$ cat config.mk
export PLATFORM = sky130hd
export DESIGN_NAME = dcpm_cfg
export DESIGN_NICKNAME = d
export VERILOG_FILES = /design/src/sv/dcpm_pkg.sv /design/src/sv/dcpm_cfg.sv
export SDC_FILE = /design/constraint.sdc
export NUM_CORES = 1
export LEC_CHECK = 0
export BUFFER_PORTS_ARGS = -buffer_cell sky130_fd_sc_hd__buf_2
export CAP_MARGIN = 15
export CORE_AREA = 3 3 222 224
export DETAILED_ROUTE_END_ITERATION = 8
export DIE_AREA = 0 0 225 227
export PLACE_DENSITY_LB_ADDON = 0.1
export SLEW_MARGIN = 20
export SYNTH_ARGS = -nofsm -noshare
export SYNTH_HDL_FRONTEND = slang
export SYNTH_SLANG_ARGS = --single-unit
export TNS_END_PERCENT = 30
$ cat constraint.sdc
create_clock -name clk -period 1.51 [get_ports clk]
set_clock_uncertainty 0.15 [all_clocks]
set_input_delay 0.151 -clock clk [delete_from_list [all_inputs] [get_ports clk]]
set_output_delay 0.151 -clock clk [all_outputs]
set_load 0.01 [all_outputs]
$ cat src/sv/dcpm_pkg.sv
package dcpm_pkg;

  localparam int CoefW = 32;
  localparam int OffW  = 48;
  localparam int ProdW = CoefW + 10;
  localparam int SumW  = ProdW + 2;
  localparam int VecW  = 61;

  localparam logic [1:0] STATUS_MAPPED  = 2'd0;
  localparam logic [1:0] STATUS_INVALID = 2'd1;
  localparam logic [1:0] STATUS_OFF     = 2'd2;

  localparam logic [2:0] REG_M_ROW0_A_B      = 3'd0;
  localparam logic [2:0] REG_M_ROW0_C_ROW1_A = 3'd1;
  localparam logic [2:0] REG_M_ROW1_B_C      = 3'd2;
  localparam logic [2:0] REG_M_ROW2_A_B      = 3'd3;
  localparam logic [2:0] REG_M_ROW2_C        = 3'd4;
  localparam logic [2:0] REG_OFFSET_X        = 3'd5;
  localparam logic [2:0] REG_OFFSET_Y        = 3'd6;
  localparam logic [2:0] REG_OFFSET_Z        = 3'd7;

  typedef struct packed {
    logic [CoefW-1:0] m00;
    logic [CoefW-1:0] m01;
    logic [CoefW-1:0] m02;
    logic [CoefW-1:0] m10;
    logic [CoefW-1:0] m11;
    logic [CoefW-1:0] m12;
    logic [CoefW-1:0] m20;
    logic [CoefW-1:0] m21;
    logic [CoefW-1:0] m22;
    logic [OffW-1:0]  tx;
    logic [OffW-1:0]  ty;
    logic [OffW-1:0]  tz;
  } coef_t;

  typedef struct packed {
    logic        invalid;
    logic [17:0] didx;
  } meta_t;

endpackage

$ cat src/sv/dcpm_cfg.sv
module dcpm_cfg #(
  parameter int FRACTION_BITS = 20
) (
  input  logic                 clk,
  input  logic                 rst,
  input  logic                 psel,
  input  logic                 penable,
  input  logic                 pwrite,
  input  logic [5:0]           paddr,
  input  logic [63:0]          pwdata,
  output logic [63:0]          prdata,
  output dcpm_pkg::coef_t      coef
);

  logic [63:0] r0, r1, r2, r3;
  logic [31:0] r4;
  logic [47:0] r5, r6, r7;
  logic        wr;
  logic [2:0]  idx;

  assign wr  = psel & penable & pwrite;
  assign idx = paddr[5:3];

  always_ff @(posedge clk) begin
    if (rst) begin
      r0 <= '0;
      r1 <= '0;
      r2 <= '0;
      r3 <= '0;
      r4 <= 32'(64'd1 << FRACTION_BITS);
      r5 <= '0;
      r6 <= '0;
      r7 <= '0;
    end else if (wr) begin
      case (idx)
        dcpm_pkg::REG_M_ROW0_A_B:      r0 <= pwdata;
        dcpm_pkg::REG_M_ROW0_C_ROW1_A: r1 <= pwdata;
        dcpm_pkg::REG_M_ROW1_B_C:      r2 <= pwdata;
        dcpm_pkg::REG_M_ROW2_A_B:      r3 <= pwdata;
        dcpm_pkg::REG_M_ROW2_C:        r4 <= pwdata[31:0];
        dcpm_pkg::REG_OFFSET_X:        r5 <= pwdata[47:0];
        dcpm_pkg::REG_OFFSET_Y:        r6 <= pwdata[47:0];
        dcpm_pkg::REG_OFFSET_Z:        r7 <= pwdata[47:0];
        default: ;
      endcase
    end
  end

  always_comb begin
    case (idx)
      dcpm_pkg::REG_M_ROW0_A_B:      prdata = r0;
      dcpm_pkg::REG_M_ROW0_C_ROW1_A: prdata = r1;
      dcpm_pkg::REG_M_ROW1_B_C:      prdata = r2;
      dcpm_pkg::REG_M_ROW2_A_B:      prdata = r3;
      dcpm_pkg::REG_M_ROW2_C:        prdata = {32'd0, r4};
      dcpm_pkg::REG_OFFSET_X:        prdata = {16'd0, r5};
      dcpm_pkg::REG_OFFSET_Y:        prdata = {16'd0, r6};
      dcpm_pkg::REG_OFFSET_Z:        prdata = {16'd0, r7};
      default:                       prdata = '0;
    endcase
  end

  assign coef = '{m00: r0[31:0], m01: r0[63:32], m02: r1[31:0],
                  m10: r1[63:32], m11: r2[31:0], m12: r2[63:32],
                  m20: r3[31:0], m21: r3[63:32], m22: r4,
                  tx: r5, ty: r6, tz: r7};

endmodule

Yosys cells after proc, flatten, opt, wreduce, memory -nomap -nowiden --
Cells that the tools add are included.
Word-level totals: register bits after elaboration 432, bits of input ports 75, output and inout port bits 496, logic and storage cells 27
Operators by class: equal/unequal tests 7, mux-type cells 1, bitwise logic cells 2, reductions and logical operators 9
Operator list (number):
- one-hot mux 64 bit (8 select lines) | 1
- AND reduction 2 bit | 8
- equality test 3 bit (second input constant) | 4
- equality test 3 x 2 -> 1 bit (second input constant) | 2
- equality test 3 x 1 -> 1 bit (second input constant) | 1
- zero test 3 bit | 1
- AND 1 bit | 2

Logic depth before layout (Yosys ltp) --
depth in word-level cells 3, mapped depth 8, gate-level depth less buffers 4

Worst setup path before layout --
Ideal clock, no wire load.
kind input-to-output, start input port paddr[3], end output port prdata[32], data arrival time 1.348 ns, slack -0.139 ns, cell stages on the path 7, cells stage by stage buf_2 -> buf_4 -> buf_4 -> buf_2 -> a2bb2oi_1 -> nor2_1 -> a211oi_1
On the way: longest elaborated chain between the ends 2, elaborated cells on any way between the ends 9, those cells by class eq/ne: 7; mux: 1; reduce/logical: 1
RTL lines:
- from (decl) | line dcpm_cfg.sv:9 | input logic [5:0] paddr,
- equality test 3 bit (tied with other cells) | line dcpm_cfg.sv:50 | case (idx)
- one-hot mux 64 bit (8 select lines) * | line dcpm_cfg.sv:50
- to (decl) | line dcpm_cfg.sv:11 | output logic [63:0] prdata,
Every way passes the cells marked *; elsewhere a longest branch is shown, timed or not.

Worst setup path after layout --
start register r7[26], end output port prdata[26]
On the way: longest elaborated chain between the ends 1
RTL lines:
- from (decl) | line dcpm_cfg.sv:17 | logic [47:0] r5, r6, r7;
- from (signal assigned) | line dcpm_cfg.sv:43 | dcpm_pkg::REG_OFFSET_Z: r7 <= pwdata[47:0];
- one-hot mux 64 bit (8 select lines) | line dcpm_cfg.sv:50
Every way passes these cells.

==> impl_metrics.py <==
metrics = {
    "global_route": {
        "grt_max_degree": 73,
        "overflow": 0,
        "grt_first_pass_wirelength_um": 123400,
        "grt_use_total_pct": 31.49,
        "grt_pass1_vias": 19830,
        "antenna_found_initial": 2,
    },
    "power_and_ir_drop": {
        "p_clk_share_pct": 45.2,
        "p_int_mw": 18.93,
        "peakVddDrop_mv": 0.6470,
        "power_mw": 25.14,
        "p_leak_nw": 11.61,
        "power_density_nw_per_um2": 935.3,
        "p_sw_share_pct": 24.68,
        "switchingPower_mw": 6.203,
        "power_frac_comb_pct": 8.9,
        "p_seq_share_pct": 46.0,
    },
    "critical_path": {
        "worstPathRequired_ns": 1.21,
        "slowest_stage": "dfxtp_2",
        "critPathBufInv": 1,
        "max_stage_delay_ns": 0.32,
        "start_kind": "flip-flop",
        "path_class": "flip-flop to primary output",
        "cpLargestDelayFamily": "compound AO/OA/AOI/OAI gates",
        "arrival_ns": 1.88,
        "crit_fanout": 2,
        "crit_path_end_kind": "primary output",
        "crit_chain": "mux2_2 -> a22o_1 -> a221oi_2 -> nor2_2 -> buf_2",
    },
    "place": {
        "dp_hpwl_um": 56940,
        "dp.cells": 3610,
        "portBuffers": 567,
        "dpl_worst_slack_ns": -0.4564,
        "gp_congestion": 0.8854,
        "dpl_cell_area_um2": 24020,
    },
    "floorplan": {
        "die_h_um": 227,
        "io_pins": 571,
        "die_x_um": 225,
        "die_area_um2": 51080,
        "num_rows": 80,
        "coreArea_um2": 47550,
        "start_util_pct": 39.17,
    },
    "timing": {
        "hold_viol": 0,
        "min_period_ns": 2.177,
        "tightest_slew_ns": 0.4386,
        "fin_crit_sh_pct": 144.2,
        "setup_slack_ns": -0.6670,
        "timing.fmax_ghz": 0.4593,
        "rsz0062_at_grt": "true",
        "finalSetupViolations": 64,
        "fin_hold_ws_ns": 0.1121,
        "finalSetupTns_ns": -29.47,
        "drv_slew": 0,
        "slew_headroom_pct": 70.76,
    },
    "detailed_routing": {
        "wl_per_cell_um": 22.53,
        "routed_wl_um": 84830,
        "drc": 0,
        "viasPerCell": 5.464,
        "final_antenna_net_count": 0,
        "drt_pass1_iterations": 5,
        "dr.first_iter.drc_count": 1870,
        "vias": 20570,
    },
    "synth": {
        "synth_seq_cells": 432,
        "yosysWarnings": 0,
        "avgSynthCellArea_um2": 7.795,
        "syn_area_um2": 18620,
        "synth_cell_types": 31,
        "synth_seq_area_share_pct": 46.44,
        "synth_fp_nets": 2464,
        "synthCells": 2389,
    },
    "cts": {
        "cts_sinks": 432,
        "cts_buffer_depth": 3,
        "clock_latency_ns": 0.58,
        "clk_pin_slew_worst_paths_ns": 0.06,
        "clock-root-buffer": "clkbuf_16",
        "htree_levels": 2,
        "cts_tree": "yes",
        "cts_made_buffers": 48,
    },
    "run_status": {
        "violations": "setup timing",
        "run_status": "complete, but fails checks",
    },
    "hold_path": {
        "hold_class": "input port to flip-flop",
    },
    "cells_and_area": {
        "num_antenna_cells": 0,
        "final_cells": 3765,
        "design_area_um2": 26880,
        "fin_util_pct": 56.53,
        "drive_gt1_share_pct": 38.70,
        "final_nets": 3194,
        "syn2layout_area_growth_pct": 44.32,
    },
    "job": {
        "drv_cap": 0,
    },
}
synth_stat cells:
cell type,instances,area [µm²]
a211oi_1,9,67.56
o2bb2ai_1,7,61.31
a211o_1,7,61.31
nand2b_1,5,31.28
a22oi_1,7,52.55
mux2_2,30,337.8
nor2_4,4,45.04
a22o_1,25,219.0
mux2i_1,59,590.6
nor2b_1,28,175.2
dfxtp_1,432,8648
nand2_1,873,3277
o22ai_1,9,56.30
buf_1,12,45.04
o22a_1,2,17.52
mux4_2,23,518.0
a21oi_1,451,2257
a221oi_1,46,402.9
buf_2,80,400.4
buf_6,12,135.1
or2_1,9,56.30
nor2_1,99,371.6
nand4_4,1,21.27
a2bb2oi_1,7,61.31
o21bai_1,2,15.01
nand3b_1,1,7.510
nand4b_4,1,23.77
buf_4,29,217.7
clkbuf_1,93,349.1
inv_1,25,93.84
or3_1,1,6.260
power by group through the flow:
stage / Sequential (mW) / Clock (mW) / Combinational, mW
2_1_floorplan: 11.8 / 0 / 1.03
3_3_place_gp: 11.8 / 0 / 1.99
3_5_place_dp: 11.8 / 0 / 2.01
4_1_cts: 11.6 / 11.5 / 2.19
5_1_grt: 11.6 / 11.9 / 2.36
6_report: 11.6 / 11.4 / 2.23
worst min-delay path, delay by kind of cell:
| kind | cells | cell delay (ns) |
|---|---|---|
| buffers and inverters | 2 | 0.27 |
| and+or+nand+nor | 3 | 0.28 |
| AOI/OAI and AO/OA | 1 | 0.06 |
cell families after synthesis:
kind of cell	after synthesis	share of synthesized area, %
flops	432	46.44
mux	112	7.767
compound gates	572	17.57
buf+inv	251	6.665
simple gates	1022	21.56
sequential cells by signal, summed over array words and instances (netlist names):
name,count
r0,64
r1,64
r2,64
r3,64
r4,32
r5,48
r6,48
r7,48
layout make-up:
class / count / area (µm²)
Fill cell: 4391 / 20670
Multi-Input combinational cell: 1706 / 9308
Sequential cell: 432 / 8840
Timing Repair Buffer: 906 / 6380
Clock buffer: 72 / 1413
Tap cell: 615 / 769.5
Inverter: 25 / 93.84
Clock inverter: 9 / 72.57
placed cells by master, fill, tap and decap left out, drive strengths merged, types with 7 or more instances in the layout:
cell	instances
mux4	23
nor2	103
nor2b	28
mux2	30
a21oi	451
nand2	873
a211oi	9
a22o	25
inv	25
clkinv	7
buf	841
o22ai	9
a221oi	46
mux2i	59
a2bb2oi	7
o2bb2ai	7
dfxtp	432
clkbuf	72
or2	9
dlygate4sd3	65
a211o	7
a22oi	7
timing repair:
action	in CTS	in global routing
hold buffers	65	0
hold endpoints to repair	432	0
resized for setup	158	101
endpoints found under the setup margin	87	94
pin swaps	40	9
buffers inserted	6	3
layer usage:
layer	part of all wire, %	wire length [µm]	vias to the layer above	GRT usage (%)
met3	8.5	7199	212	6.512
li1	-	-	9379	-
met2	47	39890	1043	52.30
met5	0.032	27	-	0
met1	40	34100	9935	39.89
met4	4.3	3618	4	13.84
final timing paths:
kind	start	to	slack, ns	depth (start not counted)
setup reg to reg	r3[57]$_SDFFE_PP0P_	r3[57]$_SDFFE_PP0P_	0.59	3
setup / recovery	r7[26]$_SDFFE_PP0P_	prdata[26]	-0.67	5
hold reg to reg	r7[9]$_SDFFE_PP0P_	r7[9]$_SDFFE_PP0P_	0.31	2
hold / removal	penable	r4[14]$_SDFFE_PP0P_	0.11	6
Power figures use the tool's default switching activity.
